--- config.mk ---
export PLATFORM = sky130hd
export DESIGN_NAME = fletcher_framed_message_receiver_top_flat
export DESIGN_NICKNAME = d
export VERILOG_FILES = /design/src/rtl/core/ffmr_pkg.sv /design/src/rtl/core/ffmr_req_if.sv /design/src/rtl/core/ffmr_rsp_if.sv /design/src/rtl/core/fletcher_framed_message_receiver_top.sv /design/src/rtl/core/ffmr_ram.sv /design/src/rtl/core/ffmr_csr.sv /design/src/rtl/core/ffmr_parser.sv /design/src/flat_wrapper.sv
export VERILOG_INCLUDE_DIRS = /design/src /design/src/rtl/core
export SDC_FILE = /design/constraint.sdc
export NUM_CORES = 1
export LEC_CHECK = 0
export BUFFER_PORTS_ARGS = -buffer_cell sky130_fd_sc_hd__buf_4
export CAP_MARGIN = 20
export CORE_MARGIN = 2
export CORE_UTILIZATION = 50
export DETAILED_ROUTE_END_ITERATION = 16
export PLACE_DENSITY_LB_ADDON = 0.12
export SETUP_SLACK_MARGIN = 0.5
export SLEW_MARGIN = 20
export SYNTH_ARGS = -nofsm -noshare
export SYNTH_HDL_FRONTEND = slang
export SYNTH_SLANG_ARGS = --single-unit
--- constraint.sdc ---
create_clock -name clock -period 4.2 [get_ports clock]
set_input_delay 0.21 -clock clock [delete_from_list [all_inputs] [get_ports clock]]
set_output_delay 0.21 -clock clock [all_outputs]
set_load 0.01 [all_outputs]
--- src/rtl/core/assert_macros.svh ---
// ---------------------------------------------------------------------------
// Assertion macros
// Shared concurrent assertion forms for the frame receiver.
// ---------------------------------------------------------------------------
`ifndef ASSERT_MACROS_SVH
`define ASSERT_MACROS_SVH

// Checked on every rising clock edge outside reset.
`define FFMR_ASSERT(label, prop, msg) \
   label: assert property (@(posedge clock) disable iff (reset) (prop)) else $error(msg);

// Checked on every rising clock edge, reset included.
`define FFMR_ASSERT_ALWAYS(label, prop, msg) \
   label: assert property (@(posedge clock) (prop)) else $error(msg);

`endif

--- src/rtl/core/ffmr_pkg.sv ---
// ---------------------------------------------------------------------------
// Frame receiver package
// Item types, codes and sizes shared by the frame receiver modules.
// ---------------------------------------------------------------------------
`timescale 1ns / 1ps

package ffmr_pkg;

   localparam int unsigned BUFFER_BYTES = 64;
   localparam int unsigned ADDR_W       = $clog2(BUFFER_BYTES);

   localparam int unsigned CSR_INDEX_W = 1;
   localparam logic [CSR_INDEX_W-1:0] CSR_SYNC_FIRST  = 1'd0;
   localparam logic [CSR_INDEX_W-1:0] CSR_SYNC_SECOND = 1'd1;
   localparam logic [7:0] SYNC_FIRST_RESET  = 8'd69;
   localparam logic [7:0] SYNC_SECOND_RESET = 8'd82;

   localparam logic REQ_STREAM = 1'b0;
   localparam logic REQ_READ   = 1'b1;

   localparam logic [1:0] KIND_GOOD    = 2'd0;
   localparam logic [1:0] KIND_CKA_BAD = 2'd1;
   localparam logic [1:0] KIND_CKB_BAD = 2'd2;
   localparam logic [1:0] KIND_READ    = 2'd3;

   localparam logic [2:0] PH_HUNT    = 3'd0;
   localparam logic [2:0] PH_SYNC2   = 3'd1;
   localparam logic [2:0] PH_ID      = 3'd2;
   localparam logic [2:0] PH_LEN_LO  = 3'd3;
   localparam logic [2:0] PH_LEN_HI  = 3'd4;
   localparam logic [2:0] PH_PAYLOAD = 3'd5;
   localparam logic [2:0] PH_CKA     = 3'd6;
   localparam logic [2:0] PH_CKB     = 3'd7;

   typedef struct packed {
      logic       req_type;
      logic [7:0] rx_byte;
      logic [5:0] read_index;
   } req_item_type;

   typedef struct packed {
      logic [1:0]  result_kind;
      logic [7:0]  message_id;
      logic [15:0] length_field;
      logic        payload_truncated;
      logic [7:0]  read_data;
   } rsp_item_type;

   typedef struct packed {
      logic              en;
      logic [ADDR_W-1:0] addr;
      logic [7:0]        data;
   } ram_wr_type;

   typedef struct packed {
      logic         has_result;
      logic         read_hit;
      rsp_item_type rsp;
   } parse_out_type;

endpackage

--- src/rtl/core/ffmr_req_if.sv ---
// ---------------------------------------------------------------------------
// Request channel
// Valid/ready channel that carries stream bytes and read requests.
// ---------------------------------------------------------------------------
`timescale 1ns / 1ps

interface ffmr_req_if;
   logic                  valid;
   logic                  ready;
   ffmr_pkg::req_item_type payload;

   modport source (output valid, output payload, input ready);
   modport sink (input valid, input payload, output ready);
endinterface

--- src/rtl/core/ffmr_rsp_if.sv ---
// ---------------------------------------------------------------------------
// Response channel
// Valid/ready channel that carries frame results and read data.
// ---------------------------------------------------------------------------
`timescale 1ns / 1ps

interface ffmr_rsp_if;
   logic                  valid;
   logic                  ready;
   ffmr_pkg::rsp_item_type payload;

   modport source (output valid, output payload, input ready);
   modport sink (input valid, input payload, output ready);
endinterface

--- src/rtl/core/fletcher_framed_message_receiver_top.sv ---
// ---------------------------------------------------------------------------
// Framed message receiver
// Two-byte sync deframer with Fletcher-8 check bytes and a payload store.
// ---------------------------------------------------------------------------
// An accepted item is held in the input register; its result is held in the result register.
// Throughput: one item per cycle unless a stalled result register holds the input register.
// An item with a result waits in the input register only while the result register is full and not taken.
// Reset clears the parser state and both valid flags at once, and loads the sync registers with their reset values.
// The payload store is not cleared; there is no clearing pass.
`timescale 1ns / 1ps
`include "assert_macros.svh"

module fletcher_framed_message_receiver_top (
   input  logic                             clock,
   input  logic                             reset,
   ffmr_req_if.sink                         req_chan,
   ffmr_rsp_if.source                       rsp_chan,
   input  logic                             csr_wr_en,
   input  logic [ffmr_pkg::CSR_INDEX_W-1:0] csr_index,
   input  logic [7:0]                       csr_wr_data
);

   logic                    req_v_ff;
   ffmr_pkg::req_item_type  req_ff;
   logic                    rsp_v_ff;
   ffmr_pkg::rsp_item_type  rsp_ff;
   logic                    rd_hit_ff;

   logic [7:0]              sync_first;
   logic [7:0]              sync_second;
   ffmr_pkg::parse_out_type parse_out;
   ffmr_pkg::ram_wr_type    ram_wr;
   logic                    fire;
   logic                    req_accept;
   logic                    rd_en;
   logic [7:0]              ram_rdata;
   logic                    rsp_is_read;
   logic                    rsp_hdr_zero;

   ffmr_csr u_csr (
      .clock       (clock),
      .reset       (reset),
      .csr_wr_en   (csr_wr_en),
      .csr_index   (csr_index),
      .csr_wr_data (csr_wr_data),
      .sync_first  (sync_first),
      .sync_second (sync_second)
   );

   ffmr_parser u_parser (
      .clock       (clock),
      .reset       (reset),
      .fire        (fire),
      .item        (req_ff),
      .sync_first  (sync_first),
      .sync_second (sync_second),
      .result      (parse_out),
      .ram_wr      (ram_wr)
   );

   ffmr_ram #(
      .WIDTH (8),
      .DEPTH (ffmr_pkg::BUFFER_BYTES)
   ) u_store (
      .clock   (clock),
      .wr_en   (ram_wr.en),
      .wr_addr (ram_wr.addr),
      .wr_data (ram_wr.data),
      .rd_en   (rd_en),
      .rd_addr (ffmr_pkg::ADDR_W'(req_ff.read_index)),
      .rd_data (ram_rdata)
   );

   assign fire       = req_v_ff && (!parse_out.has_result || !rsp_v_ff || rsp_chan.ready);
   assign req_accept = req_chan.valid && req_chan.ready;
   assign rd_en      = fire && parse_out.has_result && parse_out.read_hit;

   assign req_chan.ready = !req_v_ff || fire;
   assign rsp_chan.valid = rsp_v_ff;

   always_comb begin
      rsp_chan.payload           = rsp_ff;
      rsp_chan.payload.read_data = rd_hit_ff ? ram_rdata : 8'd0;
   end

   always_ff @(posedge clock) begin
      if (reset) begin
         req_v_ff <= 1'b0;
         rsp_v_ff <= 1'b0;
      end else begin
         if (req_accept) begin
            req_v_ff <= 1'b1;
         end else if (fire) begin
            req_v_ff <= 1'b0;
         end
         if (fire && parse_out.has_result) begin
            rsp_v_ff <= 1'b1;
         end else if (rsp_chan.ready) begin
            rsp_v_ff <= 1'b0;
         end
      end
   end

   always_ff @(posedge clock) begin
      if (req_accept) begin
         req_ff <= req_chan.payload;
      end
      if (fire && parse_out.has_result) begin
         rsp_ff    <= parse_out.rsp;
         rd_hit_ff <= parse_out.read_hit;
      end
   end

   assign rsp_is_read  = rsp_v_ff && (rsp_ff.result_kind == ffmr_pkg::KIND_READ);
   assign rsp_hdr_zero = (rsp_ff.message_id == 8'd0) && (rsp_ff.length_field == 16'd0);

   `FFMR_ASSERT_ALWAYS(a_reset_empties, reset |=> !req_v_ff && !rsp_v_ff, "valid after reset")
   `FFMR_ASSERT(a_rw_exclusive, !(ram_wr.en && rd_en), "payload store written and read together")
   `FFMR_ASSERT(a_accept_loads, req_accept |=> req_v_ff, "accepted item not held")
   `FFMR_ASSERT(a_read_hdr_zero, rsp_is_read |-> rsp_hdr_zero, "read result carries header fields")

endmodule

--- src/rtl/core/ffmr_ram.sv ---
// ---------------------------------------------------------------------------
// Generic RAM
// One write port and one read port with a registered, enabled read.
// ---------------------------------------------------------------------------
`timescale 1ns / 1ps

module ffmr_ram #(
   parameter int unsigned WIDTH = 8,
   parameter int unsigned DEPTH = 64
) (
   input  logic                     clock,
   input  logic                     wr_en,
   input  logic [$clog2(DEPTH)-1:0] wr_addr,
   input  logic [WIDTH-1:0]         wr_data,
   input  logic                     rd_en,
   input  logic [$clog2(DEPTH)-1:0] rd_addr,
   output logic [WIDTH-1:0]         rd_data
);

   logic [WIDTH-1:0] mem_ff [DEPTH];
   logic [WIDTH-1:0] rd_data_ff;

   always_ff @(posedge clock) begin
      if (wr_en) begin
         mem_ff[wr_addr] <= wr_data;
      end
      if (rd_en) begin
         rd_data_ff <= mem_ff[rd_addr];
      end
   end

   assign rd_data = rd_data_ff;

endmodule

--- src/rtl/core/ffmr_csr.sv ---
// ---------------------------------------------------------------------------
// Frame receiver configuration registers
// Holds the two sync byte values written through the configuration port.
// ---------------------------------------------------------------------------
`timescale 1ns / 1ps

module ffmr_csr (
   input  logic                             clock,
   input  logic                             reset,
   input  logic                             csr_wr_en,
   input  logic [ffmr_pkg::CSR_INDEX_W-1:0] csr_index,
   input  logic [7:0]                       csr_wr_data,
   output logic [7:0]                       sync_first,
   output logic [7:0]                       sync_second
);

   logic [7:0] sync_first_ff;
   logic [7:0] sync_second_ff;

   always_ff @(posedge clock) begin
      if (reset) begin
         sync_first_ff  <= ffmr_pkg::SYNC_FIRST_RESET;
         sync_second_ff <= ffmr_pkg::SYNC_SECOND_RESET;
      end else if (csr_wr_en) begin
         unique case (csr_index)
            ffmr_pkg::CSR_SYNC_FIRST: begin
               sync_first_ff <= csr_wr_data;
            end
            ffmr_pkg::CSR_SYNC_SECOND: begin
               sync_second_ff <= csr_wr_data;
            end
            default: begin
            end
         endcase
      end
   end

   assign sync_first  = sync_first_ff;
   assign sync_second = sync_second_ff;

endmodule

--- src/rtl/core/ffmr_parser.sv ---
// ---------------------------------------------------------------------------
// Frame parser
// Frame phase tracking, Fletcher-8 sums and result generation for one item.
// ---------------------------------------------------------------------------
`timescale 1ns / 1ps

module ffmr_parser (
   input  logic                   clock,
   input  logic                   reset,
   input  logic                   fire,
   input  ffmr_pkg::req_item_type item,
   input  logic [7:0]             sync_first,
   input  logic [7:0]             sync_second,
   output ffmr_pkg::parse_out_type result,
   output ffmr_pkg::ram_wr_type   ram_wr
);

   logic [2:0]  phase_ff,    phase_in;
   logic [7:0]  frame_id_ff, frame_id_in;
   logic [7:0]  sum_a_ff,    sum_a_in;
   logic [7:0]  sum_b_ff,    sum_b_in;
   logic [15:0] exp_len_ff,  exp_len_in;
   logic [15:0] rcv_cnt_ff,  rcv_cnt_in;

   logic [7:0]  rx;
   logic [7:0]  sum_a_add;
   logic [7:0]  sum_b_add;
   logic [15:0] cnt_inc;
   logic [15:0] len_full;
   logic        store_room;
   ffmr_pkg::rsp_item_type frame_rsp;

   assign rx         = item.rx_byte;
   assign sum_a_add  = sum_a_ff + rx;
   assign sum_b_add  = sum_b_ff + sum_a_add;
   assign cnt_inc    = rcv_cnt_ff + 16'd1;
   assign len_full   = {rx, exp_len_ff[7:0]};
   assign store_room = 32'(rcv_cnt_ff) < ffmr_pkg::BUFFER_BYTES;

   always_comb begin
      frame_rsp                   = '0;
      frame_rsp.message_id        = frame_id_ff;
      frame_rsp.length_field      = exp_len_ff;
      frame_rsp.payload_truncated = 32'(exp_len_ff) > ffmr_pkg::BUFFER_BYTES;
   end

   always_comb begin
      phase_in    = phase_ff;
      frame_id_in = frame_id_ff;
      sum_a_in    = sum_a_ff;
      sum_b_in    = sum_b_ff;
      exp_len_in  = exp_len_ff;
      rcv_cnt_in  = rcv_cnt_ff;
      result      = '0;
      ram_wr      = '0;
      if (item.req_type == ffmr_pkg::REQ_READ) begin
         result.has_result      = 1'b1;
         result.read_hit        = 32'(item.read_index) < ffmr_pkg::BUFFER_BYTES;
         result.rsp.result_kind = ffmr_pkg::KIND_READ;
      end else begin
         unique case (phase_ff)
            ffmr_pkg::PH_HUNT: begin
               if (rx == sync_first) begin
                  phase_in = ffmr_pkg::PH_SYNC2;
               end
            end
            ffmr_pkg::PH_SYNC2: begin
               priority if (rx == sync_second) begin
                  phase_in = ffmr_pkg::PH_ID;
               end else if (rx == sync_first) begin
                  phase_in = ffmr_pkg::PH_SYNC2;
               end else begin
                  phase_in = ffmr_pkg::PH_HUNT;
               end
            end
            ffmr_pkg::PH_ID: begin
               frame_id_in = rx;
               sum_a_in    = rx;
               sum_b_in    = rx;
               phase_in    = ffmr_pkg::PH_LEN_LO;
            end
            ffmr_pkg::PH_LEN_LO: begin
               sum_a_in   = sum_a_add;
               sum_b_in   = sum_b_add;
               exp_len_in = {8'd0, rx};
               phase_in   = ffmr_pkg::PH_LEN_HI;
            end
            ffmr_pkg::PH_LEN_HI: begin
               sum_a_in   = sum_a_add;
               sum_b_in   = sum_b_add;
               exp_len_in = len_full;
               rcv_cnt_in = '0;
               phase_in   = (len_full == 16'd0) ? ffmr_pkg::PH_CKA : ffmr_pkg::PH_PAYLOAD;
            end
            ffmr_pkg::PH_PAYLOAD: begin
               sum_a_in    = sum_a_add;
               sum_b_in    = sum_b_add;
               rcv_cnt_in  = cnt_inc;
               ram_wr.en   = fire && store_room;
               ram_wr.addr = ffmr_pkg::ADDR_W'(rcv_cnt_ff);
               ram_wr.data = rx;
               if (cnt_inc == exp_len_ff) begin
                  phase_in = ffmr_pkg::PH_CKA;
               end
            end
            ffmr_pkg::PH_CKA: begin
               if (rx != sum_a_ff) begin
                  result.has_result      = 1'b1;
                  result.rsp             = frame_rsp;
                  result.rsp.result_kind = ffmr_pkg::KIND_CKA_BAD;
                  phase_in = (rx == sync_first) ? ffmr_pkg::PH_SYNC2 : ffmr_pkg::PH_HUNT;
               end else begin
                  phase_in = ffmr_pkg::PH_CKB;
               end
            end
            ffmr_pkg::PH_CKB: begin
               result.has_result      = 1'b1;
               result.rsp             = frame_rsp;
               result.rsp.result_kind = (rx != sum_b_ff) ? ffmr_pkg::KIND_CKB_BAD
                                                         : ffmr_pkg::KIND_GOOD;
               phase_in = ffmr_pkg::PH_HUNT;
            end
         endcase
      end
   end

   always_ff @(posedge clock) begin
      if (reset) begin
         phase_ff    <= ffmr_pkg::PH_HUNT;
         frame_id_ff <= '0;
         sum_a_ff    <= '0;
         sum_b_ff    <= '0;
         exp_len_ff  <= '0;
         rcv_cnt_ff  <= '0;
      end else if (fire) begin
         phase_ff    <= phase_in;
         frame_id_ff <= frame_id_in;
         sum_a_ff    <= sum_a_in;
         sum_b_ff    <= sum_b_in;
         exp_len_ff  <= exp_len_in;
         rcv_cnt_ff  <= rcv_cnt_in;
      end
   end

endmodule
--- src/flat_wrapper.sv ---
// flat-port wrapper written by rule: the top's interface ports become plain ports
module fletcher_framed_message_receiver_top_flat 
  (clock, reset, csr_wr_en, csr_index, csr_wr_data, req_chan_valid, req_chan_payload, req_chan_ready, rsp_chan_valid, rsp_chan_payload, rsp_chan_ready);
  ffmr_req_if req_chan_i ();
  ffmr_rsp_if rsp_chan_i ();
  input  logic clock;
  input  logic reset;
  input  logic csr_wr_en;
  input  logic [ffmr_pkg::CSR_INDEX_W-1:0] csr_index;
  input  logic [7:0] csr_wr_data;
  input wire logic [$bits(req_chan_i.valid)-1:0] req_chan_valid;
  input wire logic [$bits(req_chan_i.payload)-1:0] req_chan_payload;
  output wire logic [$bits(req_chan_i.ready)-1:0] req_chan_ready;
  output wire logic [$bits(rsp_chan_i.valid)-1:0] rsp_chan_valid;
  output wire logic [$bits(rsp_chan_i.payload)-1:0] rsp_chan_payload;
  input wire logic [$bits(rsp_chan_i.ready)-1:0] rsp_chan_ready;
  assign req_chan_i.valid = req_chan_valid;
  assign req_chan_i.payload = req_chan_payload;
  assign req_chan_ready = req_chan_i.ready;
  assign rsp_chan_valid = rsp_chan_i.valid;
  assign rsp_chan_payload = rsp_chan_i.payload;
  assign rsp_chan_i.ready = rsp_chan_ready;
  fletcher_framed_message_receiver_top u_core (.clock(clock), .reset(reset), .req_chan(req_chan_i), .rsp_chan(rsp_chan_i), .csr_wr_en(csr_wr_en), .csr_index(csr_index), .csr_wr_data(csr_wr_data));
endmodule
==> flow_summary.ini <==
[sta]
relSlewSlack_pct = 27.93
fin_crit_sh_pct = 79.14
worst_slew_pin_slew_ns = 1.077
maxSlewViolCount = 0
finalSetupTns_ns = 0
finalHoldViolations = 0
fmax_ghz = 0.3008
whs_ns = 0.09966
finalSetupViolCount = 0
fin_crit_ns = 3.324
rsz0062_at_grt = no
finalClockSkew_ns = 0.02314

[setup_path]
ff2ff_setup_slack_ns = 0.88
cp_cell_sequence = ha_1 -> fa_1 -> a21o_1 -> a21oi_1 -> xnor2_1 -> ha_1 -> nand3_1 -> o211ai_1 -> o41ai_1 -> xor2_1 -> xnor2_1 -> nand2_1 -> a211oi_1
crit_fanout = 5
cp_slowest_cell = fa_1
r2r_cells = 13
start_kind = register
worst-setup-path-type = reg2reg
worstSetupEndpointType = register
arrival_ns = 3.82
cpPeakStageDelay_ns = 0.41
cp.required_ns = 4.69

[finish]
fin_util_pct = 58.95
fillers = 3927
n_antenna_cell = 0
final_common_cell = edfxtp_1
register_area_um2 = 18450
area_growth_pct = 15.91
final_cell_mix = edfxtp_1, mux4_2, buf_4
nets = 1730
final_layout_size_suffix_gt1_share_pct = 24.61
multi_input_area_um2 = 7387

[cts]
cts-buffers-inserted = 67
cts_buffer_depth = 3
cts_tree = yes
root_buffer = clkbuf_16
path_clk_slew_ns = 0.06
cts_max_level = 3
clock_latency_ns = 0.60
cts_sinks = 640

[global_routing]
grt_max_degree = 129
overflow = 0
antenna_found_initial = 1
grt_pass1_wl_mm = 90.02
grt_pass1_vias = 14470
track_usage_pct = 22.70

[yosys]
ys.flop_type = edfxtp_1
syn-mean-instance-area_um2 = 17.17
syn_inst = 1526
syn-num-nets = 1573
synth_area_um2 = 26200
ys_seq_area_share_pct = 70.42
async_reset_ff_share_pct = 0
synth_seq_cells = 640
synth_edf_count = 563
synth_warnings = 0
synth_cell_type_count = 56

[run]
drv_cap = 0

[drt]
firstDrtPassIters = 6
ant_nets = 0
viasPerCell = 5.883
wire_per_inst_um = 24.60
finalWirelength_mm = 59.42
drc_errors = 0
vias = 14210
drt-initial-drc-count = 1342

[die]
dieArea_um2 = 54240
start_util_pct = 50.86
io_pins = 66
row_count = 83
coreArea_um2 = 51510
die_w_um = 232.9
die_h_um = 232.9

[worst_hold_path]
hold_depth = 4
hp-class = in2reg

[outcome]
status = completed

[power]
p_total_uw = 13200
vdd_drop_max_mv = 0.2537
p_per_area_nw_per_um2 = 434.6
power_leakage_uw = 0.008570

[placed_design]
routabilityCongestion = 0.8688
placement.io_buffers = 65
dp_hpwl_mm = 36.84
-- Yosys cell counts (all sizes together), types with 11 or more instances --
library cell	number	area [µm²]
nand3	31	155.2
a21oi	55	275.3
edfxtp	563	16910
nor4	11	68.82
nand2	104	390.4
o21ai	28	140.1
buf	29	140.1
dfxtp	77	1541
xor2	27	236.5
mux4	168	3784
nor3	22	110.1
nor2	129	484.2
ha	16	200.2
and2	45	281.5
clkbuf	58	217.7
nor2b	12	75.07
xnor2	32	280.3
a311oi	13	113.9
-- sequential cells by signal, indices dropped and copies added (netlist names) --
| register | count |
|---|---|
| u_core.u_parser.frame_id_ff | 8 |
| u_core.rsp_chan.valid | 1 |
| u_core.req_ff | 15 |
| u_core.u_csr.sync_second | 8 |
| u_core.u_parser.sum_b_ff | 8 |
| u_core.rsp_chan.payload | 27 |
| u_core.u_store.rd_data | 8 |
| u_core.u_csr.sync_first | 8 |
| u_core.u_parser.phase_ff | 3 |
| u_core.u_parser.sum_a_ff | 8 |
| u_core.u_store.mem_ff | 512 |
| u_core.u_parser.rcv_cnt_ff | 16 |
| u_core.u_parser.exp_len_ff | 16 |
| u_core.rd_hit_ff | 1 |
| u_core.req_v_ff | 1 |
-- power by group --
group	switching [µW]	total (µW)	internal [µW]
sequential	21.8	6870	6850
clock	2420	5990	3570
combinational	183	335	152
total	2630	13200	10600
-- cell type report --
| class | instances | area share, % |
|---|---|---|
| inverter | 7 | 0.08653 |
| multi-input combinational | 792 | 24.33 |
| timing repair buffer | 175 | 4.673 |
| clock inverter | 38 | 1.265 |
| tap | 680 | 2.802 |
| clock buffer | 83 | 6.094 |
| sequential | 640 | 60.75 |
-- kinds of logic after synthesis --
kind of cell / count (synthesis) / share of synthesized area (%)
compound gates: 143 / 3.453
mux: 169 / 14.48
flops: 640 / 70.42
simple gates: 403 / 7.289
fa+ha+maj: 18 / 0.9170
buf+inv: 94 / 1.466
xor+xnor: 59 / 1.973
-- routing by layer --
metal	share of wire, %	global-route usage, %
met1	45	32.77
met2	48	35.32
met3	5.7	4.191
met4	2.2	7.265
met5	0	0
-- worst paths after layout --
path                                           startpoint                                  endpoint
setup / recovery               u_core.req_ff[6]$_DFFE_PP_  u_core.u_parser.sum_b_ff[7]$_SDFFE_PP0P_
hold / removal                                  csr_wr_en  u_core.u_csr.sync_second[7]$_SDFFE_PP0P_
setup reg to reg               u_core.req_ff[6]$_DFFE_PP_  u_core.u_parser.sum_b_ff[7]$_SDFFE_PP0P_
hold reg to reg   u_core.u_csr.sync_first[7]$_SDFFE_PP0P_   u_core.u_csr.sync_first[7]$_SDFFE_PP0P_
-- metrics by stage --
step           instances  setup slack [ns]  cell area (µm²)
6_report            2415            0.8761            30370
5_1_grt             2415            0.5851            30370
4_1_cts             2412            0.7471            30340
3_5_place_dp        2264            0.7932            27830
3_3_place_gp        2264            0.8597            27830
2_1_floorplan       1526             1.249            26200
-- critical path: cells and delay by family, from the launching register on --
kind | cells | cell delay [ns]
AOI/OAI and AO/OA | 5 | 1.18
adders and majority gates | 3 | 0.96
xor gates and xnor gates | 3 | 0.52
DFF | 1 | 0.39
and+or+nand+nor | 2 | 0.17
-- repair_timing --
item	4_1_cts	5_1_grt
buffers inserted	0	3
endpoints found under the hold margin	34	0
endpoints found under the setup margin	0	6
resized for setup	0	1
hold buffers	27	0
Power figures use the tool's default switching activity.
